**src/rtl/core/abcp_pkg.sv**
```systemverilog
// Shared types, codes and constants of the aging block cache policy core.
`timescale 1ns / 1ps
`default_nettype none

package abcp_pkg;

    localparam int unsigned TABLE_DEPTH_DEF = 32;

    localparam int unsigned ID_W      = 16;
    localparam int unsigned LIFE_W    = 8;
    localparam int unsigned STATUS_W  = 3;
    localparam int unsigned CFG_W     = 16;
    localparam int unsigned CFG_IDX_W = 1;

    localparam logic [LIFE_W-1:0] LIFETIME_RESET = 8'd30;
    localparam logic [ID_W-1:0]   PINNED_RESET   = 16'd1;

    // Configuration register indexes
    localparam logic [CFG_IDX_W-1:0] REG_LIFETIME_MAX = 1'b0;
    localparam logic [CFG_IDX_W-1:0] REG_PINNED_BLOCK = 1'b1;

    // Result kinds
    localparam logic KIND_STATUS = 1'b0;
    localparam logic KIND_EVICT  = 1'b1;

    // Access status codes
    localparam logic [STATUS_W-1:0] STS_UNAVAIL       = 3'd0;
    localparam logic [STATUS_W-1:0] STS_PINNED_HIT    = 3'd1;
    localparam logic [STATUS_W-1:0] STS_HIT           = 3'd2;
    localparam logic [STATUS_W-1:0] STS_LOADED        = 3'd3;
    localparam logic [STATUS_W-1:0] STS_HIT_NOSTR     = 3'd4;
    localparam logic [STATUS_W-1:0] STS_LOADED_NOSTR  = 3'd5;
    localparam logic [STATUS_W-1:0] STS_TABLE_FULL    = 3'd6;
    localparam logic [STATUS_W-1:0] STS_EVICT_REPORT  = 3'd0;

    typedef enum logic [1:0] {
        ST_IDLE,
        ST_LOOKUP,
        ST_EVICT
    } state_t;

    typedef enum logic [1:0] {
        CH_HOLD,
        CH_LOOKUP,
        CH_EVICT
    } chain_op_t;

    typedef struct packed {
        logic              valid;
        logic              flag;
        logic [ID_W-1:0]   block;
        logic [LIFE_W-1:0] life;
    } entry_t;

    typedef struct packed {
        chain_op_t         op;
        logic [ID_W-1:0]   id;
        logic [LIFE_W-1:0] life_max;
        logic              lookup_en;
        logic              in_range;
    } chain_cmd_t;

    typedef struct packed {
        chain_op_t         op;
        logic [ID_W-1:0]   id;
        logic [LIFE_W-1:0] life_max;
        logic              insert;
        logic              age;
    } cell_ctl_t;

    typedef struct packed {
        logic            hit;
        logic            full;
        logic            will_evict;
        logic            any_flag;
        logic            evict_more;
        logic [ID_W-1:0] evict_id;
    } chain_sts_t;

endpackage

`default_nettype wire

```
**src/rtl/core/abcp_cell.sv**
```systemverilog
// One table cell: holds a resident entry, ages it and hands it to its neighbors.
`timescale 1ns / 1ps
`default_nettype none

module abcp_cell
    import abcp_pkg::*;
(
    input  wire logic      clk,
    input  wire logic      rst_n,
    input  wire cell_ctl_t ctl,
    input  wire logic      left_after,
    input  wire entry_t    left_aged,
    input  wire logic      left_seen,
    input  wire entry_t    right_ent,
    output logic           after,
    output entry_t         aged,
    output entry_t         ent,
    output logic           seen,
    output logic           sel,
    output logic           match,
    output logic           cand
);

    logic              valid_reg;
    logic              flag_reg;
    logic [ID_W-1:0]   block_reg;
    logic [LIFE_W-1:0] life_reg;
    entry_t            ent_next;
    entry_t            fresh;

    assign ent   = '{valid: valid_reg, flag: flag_reg, block: block_reg, life: life_reg};
    assign match = valid_reg && (block_reg == ctl.id);
    assign cand  = valid_reg && !match && (life_reg <= LIFE_W'(1));
    // new id goes at or before this cell in ascending order
    assign after = !valid_reg || (block_reg > ctl.id);
    assign seen  = left_seen || flag_reg;
    assign sel   = flag_reg && !left_seen;
    assign fresh = '{valid: 1'b1, flag: 1'b0, block: ctl.id, life: ctl.life_max};

    always_comb
    begin
        aged = ent;
        if (ctl.age && valid_reg)
        begin
            if (match)
            begin
                aged.life = ctl.life_max;
            end
            else if (life_reg <= LIFE_W'(1))
            begin
                aged.life = '0;
                aged.flag = 1'b1;
            end
            else
            begin
                aged.life = life_reg - LIFE_W'(1);
            end
        end
    end

    always_comb
    begin
        ent_next = ent;
        case (ctl.op)
            CH_LOOKUP:
            begin
                if (ctl.insert && left_after)
                begin
                    ent_next = left_aged;
                end
                else if (ctl.insert && after)
                begin
                    ent_next = fresh;
                end
                else
                begin
                    ent_next = aged;
                end
            end
            CH_EVICT:
            begin
                // close the gap: this cell and all after the reported one shift down
                if (seen)
                begin
                    ent_next = right_ent;
                end
            end
            default:
            begin
                ent_next = ent;
            end
        endcase
    end

    always_ff @(posedge clk or negedge rst_n)
    begin
        if (!rst_n)
        begin
            valid_reg <= 1'b0;
            flag_reg  <= 1'b0;
        end
        else
        begin
            valid_reg <= ent_next.valid;
            flag_reg  <= ent_next.flag;
        end
    end

    always_ff @(posedge clk)
    begin
        block_reg <= ent_next.block;
        life_reg  <= ent_next.life;
    end

endmodule

`default_nettype wire

```
**src/rtl/core/abcp_chain.sv**
```systemverilog
// Row of table cells kept sorted by block id, with hit, full and eviction reduction.
`timescale 1ns / 1ps
`default_nettype none

module abcp_chain
    import abcp_pkg::*;
#(
    parameter int unsigned DEPTH = TABLE_DEPTH_DEF
)
(
    input  wire logic       clk,
    input  wire logic       rst_n,
    input  wire chain_cmd_t cmd,
    output chain_sts_t      sts
);

    logic      after_lnk [DEPTH+1];
    entry_t    aged_lnk  [DEPTH+1];
    logic      seen_lnk  [DEPTH+1];
    entry_t    ent_lnk   [DEPTH+1];
    logic      sel_w     [DEPTH];
    logic      match_w   [DEPTH];
    logic      cand_w    [DEPTH];
    cell_ctl_t ctl;
    logic      hit;
    logic      full;
    logic      cand_any;
    logic      more;
    logic [ID_W-1:0] evict_id;

    assign after_lnk[0]   = 1'b0;
    assign aged_lnk[0]    = '0;
    assign seen_lnk[0]    = 1'b0;
    assign ent_lnk[DEPTH] = '0;

    genvar gi;
    generate
        for (gi = 0; gi < DEPTH; gi++)
        begin : g_cell
            abcp_cell u_cell (
                .clk        (clk),
                .rst_n      (rst_n),
                .ctl        (ctl),
                .left_after (after_lnk[gi]),
                .left_aged  (aged_lnk[gi]),
                .left_seen  (seen_lnk[gi]),
                .right_ent  (ent_lnk[gi+1]),
                .after      (after_lnk[gi+1]),
                .aged       (aged_lnk[gi+1]),
                .ent        (ent_lnk[gi]),
                .seen       (seen_lnk[gi+1]),
                .sel        (sel_w[gi]),
                .match      (match_w[gi]),
                .cand       (cand_w[gi])
            );
        end
    endgenerate

    always_comb
    begin
        hit      = 1'b0;
        cand_any = 1'b0;
        more     = 1'b0;
        evict_id = '0;
        for (int i = 0; i < DEPTH; i++)
        begin
            hit      = hit | match_w[i];
            cand_any = cand_any | cand_w[i];
            more     = more | (ent_lnk[i].flag & ~sel_w[i]);
            if (sel_w[i])
            begin
                evict_id = evict_id | ent_lnk[i].block;
            end
        end
    end

    assign full = ent_lnk[DEPTH-1].valid;

    always_comb
    begin
        ctl.op       = cmd.op;
        ctl.id       = cmd.id;
        ctl.life_max = cmd.life_max;
        ctl.insert   = cmd.lookup_en && !hit && !full;
        ctl.age      = cmd.lookup_en && (hit || !full) && cmd.in_range;
    end

    always_comb
    begin
        sts.hit        = hit;
        sts.full       = full;
        sts.will_evict = ctl.age && cand_any;
        sts.any_flag   = seen_lnk[DEPTH];
        sts.evict_more = more;
        sts.evict_id   = evict_id;
    end

endmodule

`default_nettype wire

```
**src/rtl/core/aging_block_cache_policy_core.sv**
```systemverilog
// Top level of the aging block cache policy core: control, config and result register.
//
// Usage:
//   Input channel (in_valid / in_stall) carries one access item: req_id,
//   available, string_in_range. Output channel (out_valid / out_stall) carries
//   result items: one access status item, then one eviction report per entry
//   whose lifetime ran out, in ascending block id order; last marks the final
//   item of an access.
//   The status item is loaded into the output register from the lookup state
//   that follows acceptance of the input item. Each access passes through the
//   idle and lookup states, and no new item is taken until the core is idle;
//   evictions leave the single result register one per cycle unless stalled.
//   The table is a row of TABLE_DEPTH cells kept sorted by block id; lookup,
//   insert and aging of all cells happen in the same cycle, evictions close the gap
//   by shifting the cells after the reported one down by one.
//   Reset empties the table at once (no clearing pass) and loads lifetime_max
//   to 30 and pinned_block to 1. Write config through cfg_we / cfg_index /
//   cfg_data only while the core is idle.
//   While out_stall is high, the pending item holds in the output register and
//   the core holds its work; in_stall stays high until the access is done.
`timescale 1ns / 1ps
`default_nettype none

module aging_block_cache_policy_core
    import abcp_pkg::*;
#(
    parameter int unsigned TABLE_DEPTH = TABLE_DEPTH_DEF
)
(
    input  wire logic                 clk,
    input  wire logic                 rst_n,
    input  wire logic                 cfg_we,
    input  wire logic [CFG_IDX_W-1:0] cfg_index,
    input  wire logic [CFG_W-1:0]     cfg_data,
    input  wire logic                 in_valid,
    output logic                      in_stall,
    input  wire logic [ID_W-1:0]      req_id,
    input  wire logic                 available,
    input  wire logic                 string_in_range,
    output logic                      out_valid,
    input  wire logic                 out_stall,
    output logic                      result_kind,
    output logic [STATUS_W-1:0]       status,
    output logic [ID_W-1:0]           reported_id,
    output logic                      last
);

    state_t              state_reg;
    state_t              state_next;

    logic [LIFE_W-1:0]   life_max_reg;
    logic [ID_W-1:0]     pinned_reg;

    // accepted item
    logic [ID_W-1:0]     id_reg;
    logic                avail_reg;
    logic                range_reg;

    // result register
    logic                out_valid_reg;
    logic                out_valid_next;
    logic                kind_reg;
    logic [STATUS_W-1:0] status_reg;
    logic [ID_W-1:0]     rid_reg;
    logic                last_reg;
    logic                kind_next;
    logic [STATUS_W-1:0] status_next;
    logic [ID_W-1:0]     rid_next;
    logic                last_next;
    logic                load_out;

    logic                out_free;
    logic                is_pinned;
    logic [STATUS_W-1:0] acc_status;
    chain_cmd_t          cmd;
    chain_sts_t          sts;

    // register is free when empty or being taken this cycle
    assign out_free  = !out_valid_reg || !out_stall;
    assign is_pinned = (id_reg == pinned_reg);

    abcp_chain #(
        .DEPTH (TABLE_DEPTH)
    ) u_chain (
        .clk   (clk),
        .rst_n (rst_n),
        .cmd   (cmd),
        .sts   (sts)
    );

    // access status from lookup outcome
    always_comb
    begin
        if (!avail_reg)
        begin
            acc_status = STS_UNAVAIL;
        end
        else if (is_pinned)
        begin
            acc_status = STS_PINNED_HIT;
        end
        else if (sts.hit)
        begin
            acc_status = range_reg ? STS_HIT : STS_HIT_NOSTR;
        end
        else if (!sts.full)
        begin
            acc_status = range_reg ? STS_LOADED : STS_LOADED_NOSTR;
        end
        else
        begin
            acc_status = STS_TABLE_FULL;
        end
    end

    // next state
    always_comb
    begin
        state_next = state_reg;
        case (state_reg)
            ST_IDLE:
            begin
                if (in_valid)
                begin
                    state_next = ST_LOOKUP;
                end
            end
            ST_LOOKUP:
            begin
                if (out_free)
                begin
                    state_next = sts.will_evict ? ST_EVICT : ST_IDLE;
                end
            end
            ST_EVICT:
            begin
                if (out_free && !sts.evict_more)
                begin
                    state_next = ST_IDLE;
                end
            end
            default:
            begin
                state_next = ST_IDLE;
            end
        endcase
    end

    // outputs of the controller
    always_comb
    begin
        in_stall      = 1'b1;
        cmd.op        = CH_HOLD;
        cmd.id        = id_reg;
        cmd.life_max  = life_max_reg;
        cmd.lookup_en = avail_reg && !is_pinned;
        cmd.in_range  = range_reg;
        load_out      = 1'b0;
        kind_next     = KIND_STATUS;
        status_next   = acc_status;
        rid_next      = id_reg;
        last_next     = 1'b1;
        case (state_reg)
            ST_IDLE:
            begin
                in_stall = 1'b0;
            end
            ST_LOOKUP:
            begin
                if (out_free)
                begin
                    cmd.op    = CH_LOOKUP;
                    load_out  = 1'b1;
                    last_next = !sts.will_evict;
                end
            end
            ST_EVICT:
            begin
                if (out_free)
                begin
                    cmd.op      = CH_EVICT;
                    load_out    = 1'b1;
                    kind_next   = KIND_EVICT;
                    status_next = STS_EVICT_REPORT;
                    rid_next    = sts.evict_id;
                    last_next   = !sts.evict_more;
                end
            end
            default:
            begin
                in_stall = 1'b1;
            end
        endcase
    end

    always_comb
    begin
        if (load_out)
        begin
            out_valid_next = 1'b1;
        end
        else if (!out_stall)
        begin
            out_valid_next = 1'b0;
        end
        else
        begin
            out_valid_next = out_valid_reg;
        end
    end

    always_ff @(posedge clk or negedge rst_n)
    begin
        if (!rst_n)
        begin
            state_reg     <= ST_IDLE;
            out_valid_reg <= 1'b0;
            life_max_reg  <= LIFETIME_RESET;
            pinned_reg    <= PINNED_RESET;
        end
        else
        begin
            state_reg     <= state_next;
            out_valid_reg <= out_valid_next;
            if (cfg_we)
            begin
                case (cfg_index)
                    REG_LIFETIME_MAX: life_max_reg <= cfg_data[LIFE_W-1:0];
                    REG_PINNED_BLOCK: pinned_reg   <= cfg_data[ID_W-1:0];
                    default:          life_max_reg <= life_max_reg;
                endcase
            end
        end
    end

    // capture the item on accept
    always_ff @(posedge clk)
    begin
        if (in_valid && !in_stall)
        begin
            id_reg    <= req_id;
            avail_reg <= available;
            range_reg <= string_in_range;
        end
    end

    always_ff @(posedge clk)
    begin
        if (load_out)
        begin
            kind_reg   <= kind_next;
            status_reg <= status_next;
            rid_reg    <= rid_next;
            last_reg   <= last_next;
        end
    end

    assign out_valid   = out_valid_reg;
    assign result_kind = kind_reg;
    assign status      = status_reg;
    assign reported_id = rid_reg;
    assign last        = last_reg;

    // an eviction phase always has a marked entry left to report
    a_evict_has_flag : assert property (@(posedge clk) disable iff (!rst_n)
        (state_reg == ST_EVICT) |-> sts.any_flag)
        else $error("eviction phase without marked entry");

    // no marked entry survives an access
    a_idle_no_flag : assert property (@(posedge clk) disable iff (!rst_n)
        (state_reg == ST_IDLE) |-> !sts.any_flag)
        else $error("marked entry left after access");

    // a status item that is not last is followed by eviction reports
    a_status_not_last : assert property (@(posedge clk) disable iff (!rst_n)
        (out_valid_reg && (kind_reg == KIND_STATUS) && !last_reg) |->
        (state_reg == ST_EVICT))
        else $error("status not last but no eviction pending");

endmodule

`default_nettype wire

```
**config.mk**
```make
export PLATFORM = sky130hd
export DESIGN_NAME = aging_block_cache_policy_core
export DESIGN_NICKNAME = d
export VERILOG_FILES = /design/src/rtl/core/abcp_pkg.sv /design/src/rtl/core/abcp_cell.sv /design/src/rtl/core/abcp_chain.sv /design/src/rtl/core/aging_block_cache_policy_core.sv
export SDC_FILE = /design/constraint.sdc
export NUM_CORES = 2
export LEC_CHECK = 0
export ABC_AREA = 1
export BUFFER_PORTS_ARGS = -buffer_cell sky130_fd_sc_hd__buf_2
export CORE_AREA = 2 2 407 409
export CTS_CLUSTER_DIAMETER = 30
export DETAILED_ROUTE_END_ITERATION = 12
export DIE_AREA = 0 0 409 411
export GPL_TIMING_DRIVEN = 0
export SLEW_MARGIN = 10
export SYNTH_ARGS = -nofsm -noshare
export SYNTH_HDL_FRONTEND = slang
export SYNTH_SLANG_ARGS = --single-unit
```
**constraint.sdc**
```tcl
create_clock -name clk -period 8.6 [get_ports clk]
set_input_delay 1.72 -clock clk [delete_from_list [all_inputs] [get_ports clk]]
set_output_delay 1.72 -clock clk [all_outputs]
set_load 0.01 [all_outputs]
```
* Word-level counts from Yosys, hierarchy flattened
Cells that the tools add are included.
Storage, ports and cells: word-level logic and storage cells 1342, bits in registers 898
Operators by class: $lt $le $gt $ge 64, reduce and logical (&&, ||, !) cells 436, mux-type cells 377, eq/ne operators 108, add/sub/neg operators 32, bitwise logic cells 186
Operators by type and width (count):
- two-way mux 26 bit | 95
- case mux 26 bit (2 select lines) | 32
- two-way mux 8 bit | 96
- two-way mux 16 bit | 34
- equality test 16 bit | 33
- greater-than comparator 16 bit | 32
- bitwise OR 16 bit | 31
- <= comparator 8 x 1 -> 1 bit, second input constant | 32
- subtractor 8 x 1 -> 8 bit, second input constant | 32
- logical AND 1 bit | 199
- two-way mux 1 bit | 104
- AND reduction 3 bit | 34
- logical NOT 1 bit | 101
- inequality test 3 bit, second input constant | 31
- bitwise OR 1 bit | 92
- inequality test 2 bit, second input constant | 36
- AND reduction 2 bit | 33
- logical OR 1 bit | 65
- inverter 1 bit | 32
- AND 1 bit | 31
- two-way mux 3 bit | 8
- inequality test 4 bit, second input constant | 3
- two-way mux 2 bit | 5
- case mux 2 bit (3 select lines) | 1
- other kinds (9) | 11

* Longest topological paths before layout
depth in word-level cells 65, mapped depth 28, mapped depth without buffers 26

* Cells and area by module
A second synthesis with hierarchy kept.
Second synthesis, totals: cells, all modules 15120, area, all modules 97648.7 µm²
Modules (own cells, without submodules):
- abcp_cell (u_chain.g_cell[0].u_cell ...) | cells an instance 439, times used 21, area an instance 2813.9 µm²
- abcp_cell (u_chain.g_cell[29].u_cell ...) | cells an instance 436, times used 11, area an instance 2831.5 µm²
- abcp_chain | cells an instance 805, times used 1, area an instance 4545.6 µm²
- aging_block_cache_policy_core | cells an instance 300, times used 1, area an instance 2864.0 µm²

* Least setup slack after synthesis
No wires, ideal clock.
path kind input -> register, start input port out_stall, end register u_chain.g_cell[3].u_cell.valid_reg, stages 14, slack 2764 ps, arrival time 5744 ps, data required time 8508 ps, cells stage by stage nand2_1 > nand2_1 > clkbuf_1 > clkbuf_1 > clkbuf_1 > nor2_1 > ha_1 > clkinv_1 > clkbuf_1 > clkbuf_1 > nor2_1 > a211oi_1 > o221ai_1 > o21ai_0
Between the ends: longest elaborated chain between the ends 7
RTL lines:
- from (decl) | line aging_block_cache_policy_core.sv:41 | input wire logic out_stall,
- logical NOT 1 bit (*)
- logical OR 1 bit (*) | line aging_block_cache_policy_core.sv:79 | assign out_free = !out_valid_reg || !out_stall;
- two-way mux 1 bit or two-way mux 2 bit (tied branches) | line aging_block_cache_policy_core.sv:170, aging_block_cache_policy_core.sv:179
- case mux 2 bit (2 select lines) (*) | line aging_block_cache_policy_core.sv:163 | case (state_reg)
- equality test 2 x 1 -> 1 bit or equality test 2 bit (tied branches) | line abcp_cell.sv:64 | case (ctl.op)
- inequality test 3 bit (no source line) (tied with other cells)
- AND reduction 3 bit (no source line)
- to (signal assigned) | line abcp_cell.sv:104 | valid_reg <= ent_next.valid;
- to (decl) | line abcp_cell.sv:24 | logic valid_reg;
Every way passes the cells marked *; elsewhere a longest branch is shown, timed or not. A chain may end at the register's enable or synchronous reset.

==> impl_metrics.json <==
{
  "port_buffers": 62,
  "clock_path_buffers": 4,
  "start_util_pct": 44.8,
  "worstSetupPathType": "flip-flop to flip-flop",
  "r2r-start": "id_reg[7]$_DFFE_PP_",
  "clk_latency_ns": 0.93,
  "fin_nets": 10660,
  "synthToLayoutAreaGrowth_pct": 18.8,
  "violations": "max-capacitance violations, max-slew violations, negative setup slack",
  "drc": 0,
  "synth_area_leader_cell": "edfxtp_1",
  "routed_wl_um": 386000,
  "p_leak_nw": 36.7,
  "core_um2": 164000,
  "tightest_slew_ns": 1.50,
  "vias": 81994,
  "period_minus_slack_ns": 8.98,
  "synth_edf_count": 807,
  "cp-startpoint": "id_reg[7]$_DFFE_PP_",
  "drv_slew": 10,
  "final_antenna_net_count": 0,
  "synthTopCellsByArea": "edfxtp_1 33%, ha_1 9.6%, nand2_1 9.0%",
  "place_congestion": 1.07,
  "cts_tree": "built",
  "avgSynthCellArea_um2": 7.61,
  "cp_cell_sequence": "inv_2 -> buf_12 -> ha_1 -> nand2_1 -> inv_1 -> nand3_1 -> nor3_1 -> nand3_1 -> o21ai_0 -> nor4_1 -> nand2_1 -> nor2_1 -> nand2_2 -> inv_1 -> buf_2 -> nand2_1 -> inv_1 -> clkbuf_1 -> nand2_1 -> clkbuf_1 -> o221ai_1",
  "crit_required_ns": 9.31,
  "largest_reg_flops": 512,
  "grt.overflow.total": 0,
  "reg2regPathDepth": 21,
  "grt_pass1_vias": 74472,
  "yosysUniqueCellTypes": 60,
  "dp_cells": 11929,
  "yosys_register_bits": 898,
  "via_per_inst": 6.57,
  "combPwrFrac_pct": 45.6,
  "post-route-period-util_pct": 104,
  "start_kind": "flip-flop",
  "setup_viol": 161,
  "yosysWarningCount": 0,
  "hold_buffers": 0,
  "cpPeakStageDelay_ns": 0.94,
  "rrSetupSlack_ns": -0.38,
  "p_clk_share_pct": 26.1,
  "clock_sinks": 898,
  "fin_cells": 12479,
  "critical_path.endpoint_type": "flip-flop",
  "rsz0062_at_grt": "true",
  "hold_violations": 0,
  "ys_seq_area_share_pct": 36.1,
  "crit_slowest_cell": "edfxtp_1",
  "syn_area_um2": 73400,
  "total_power_mw": 40.3,
  "cts-root-buf": "clkbuf_16",
  "track_usage_pct": 44.2,
  "crit_top_cell": "nand2_1",
  "grt_start_max_net_pins": 68,
  "antenna_found_initial": 14,
  "cp_data_arrival_time_ns": 9.69,
  "drive_gt1_share_pct": 7.17,
  "clock.fmax_mhz": 111,
  "layout_setup_ws_ns": -0.378,
  "synthesis.nets": 10239,
  "status": "finished with violations",
  "netlist_instances": 9634,
  "numCtsBuffers": 306,
  "p_seq_share_pct": 28.3,
  "wire_per_inst_um": 30.9,
  "switching_share_pct": 47.2,
  "p_int_mw": 21.3,
  "rows": 149,
  "yosys_most_used_dff": "edfxtp_1",
  "cts.clk_slew.worst_paths_ns": 0.04,
  "synth_top_cell_area_share_pct": 33.0,
  "io_pins": 63,
  "die_h_um": 411,
  "grt_pass1_wl_um": 539000,
  "hpwlAfterDp_um": 299000,
  "cts_max_level": 5,
  "maxSlewHeadroom_pct": -0.0264,
  "power.switching_mw": 19.0,
  "drv_cap": 1,
  "hp-class": "flip-flop to flip-flop",
  "r2r-end": "u_chain.g_cell[0].u_cell.life_reg[7]$_DFFE_PP_",
  "pwr_density_cell_nw_per_um2": 462,
  "dr.pass1.iters": 8,
  "drt-initial-drc-count": 13810,
  "die_area_um2": 168000,
  "fin_skew_ns": 0.0389,
  "synthArstFlopShare_pct": 10.1,
  "max-vdd-ir-drop_uv": 299,
  "die_w_um": 409,
  "endpoint": "u_chain.g_cell[0].u_cell.life_reg[7]$_DFFE_PP_",
  "utilization_pct": 53.2,
  "crit_path_max_fanout": 19
}
per-stage QoR:
stage	worst slack, ns	TNS (ns)	hold slack, ns	area, um^2
after global routing	-0.00671	-0.00671	0.538	87100
after global placement	-2.95	-1395.61	0.486	76400
after floorplan	2.76	0	0.467	73400
after CTS	0.00917	0	0.513	86900
final	-0.378	-20.06	0.510	87200
after detailed placement	-0.930	-201.95	0.497	77400
cell families (layout without fill, tap and decap cells):
group	Yosys count	after routing	synth area share [%]
buffers and inverters	1922	2566	9.92
adder cells (fa/ha/maj)	565	565	9.64
XOR/XNOR	80	80	0.955
multiplexers	8	8	0.123
flip-flops	898	898	36.1
AO/OA/AOI/OAI	2931	2931	25.0
other	0	12	0
AND/OR/NAND/NOR	3230	3230	18.2
final cells by class:
class,count,area (um^2)
flip-flops and latches,898,26500
diodes,12,30.0
fillers,15816,76700
plain buffers,509,2010
clock inverters,141,1230
repair buffers,125,1210
well taps,2189,2740
multi-input cells,6814,39800
clock buffers,390,8310
inverters,1401,5260
cells in the final DEF (no fill, tap or decap), types with 285 or more instances in the layout:
master | synthesis | routed
a21oi_1 | 862 | 861
a221oi_1 | 473 | 470
clkbuf_1 | 453 | 473
clkbuf_16 | 0 | 314
edfxtp_1 | 807 | 807
ha_1 | 565 | 565
inv_1 | 1374 | 1359
nand2_1 | 1765 | 1765
nand3_1 | 285 | 285
nor2_1 | 834 | 825
o21ai_0 | 960 | 954
routing by layer:
layer	routed length (um)	track usage, %	part of all wire [%]	up-vias
met3	56900	15.3	15	1040
li1	-	-	-	35264
met2	149000	59.4	39	6214
met1	157000	61.9	41	39460
met5	161	0.311	0.042	-
met4	22100	22.8	5.7	16
worst max-delay path, delay by kind of cell (launching register included):
family                     cells  cell delay, ns
AOI/OAI and AO/OA              2            0.93
adders and majority gates      1            0.34
buffers and inverters          8            3.33
DFF                            1            0.94
and+or+nand+nor               10            3.13
power groups by stage:
stage,Combinational [mW],Clock (mW),Sequential (mW)
3_3_place_gp,16.7,0,11.3
3_5_place_dp,17.4,0,11.2
6_report,18.4,10.5,11.4
5_1_grt,19.9,10.8,11.5
2_1_floorplan,11.5,0,9.78
4_1_cts,17.4,10.5,11.2
Yosys cell counts (all sizes together), types with 52 or more instances:
cell        n
nor2      862
a31oi      77
o2111ai   249
nand2    1768
edfxtp    807
ha        565
nor3      118
o221ai     52
buf        68
dfrtp      86
a21oi     862
a221oi    473
o21ai     965
nand3     285
clkbuf    453
nand4     169
inv      1387
how the worst min path moves through the flow:
stage                         startpoint                        end  cells past startpoint
2_1_floorplan   state_reg[1]$_DFFE_PN0P_   state_reg[1]$_DFFE_PN0P_                      2
4_1_cts        pinned_reg[7]$_DFFE_PN0P_  pinned_reg[7]$_DFFE_PN0P_                      2
3_5_place_dp   pinned_reg[0]$_DFFE_PN1P_  pinned_reg[0]$_DFFE_PN1P_                      2
6_report        state_reg[1]$_DFFE_PN0P_   state_reg[1]$_DFFE_PN0P_                      2
5_1_grt        pinned_reg[1]$_DFFE_PN0P_  pinned_reg[1]$_DFFE_PN0P_                      2
3_3_place_gp   pinned_reg[7]$_DFFE_PN0P_  pinned_reg[7]$_DFFE_PN0P_                      2
repair_timing:
item                                    4_1_cts  5_1_grt
gates resized for setup                       1        8
setup buffers                                 0       19
endpoints found under the setup margin       88      251
Power figures use the tool's default switching activity.
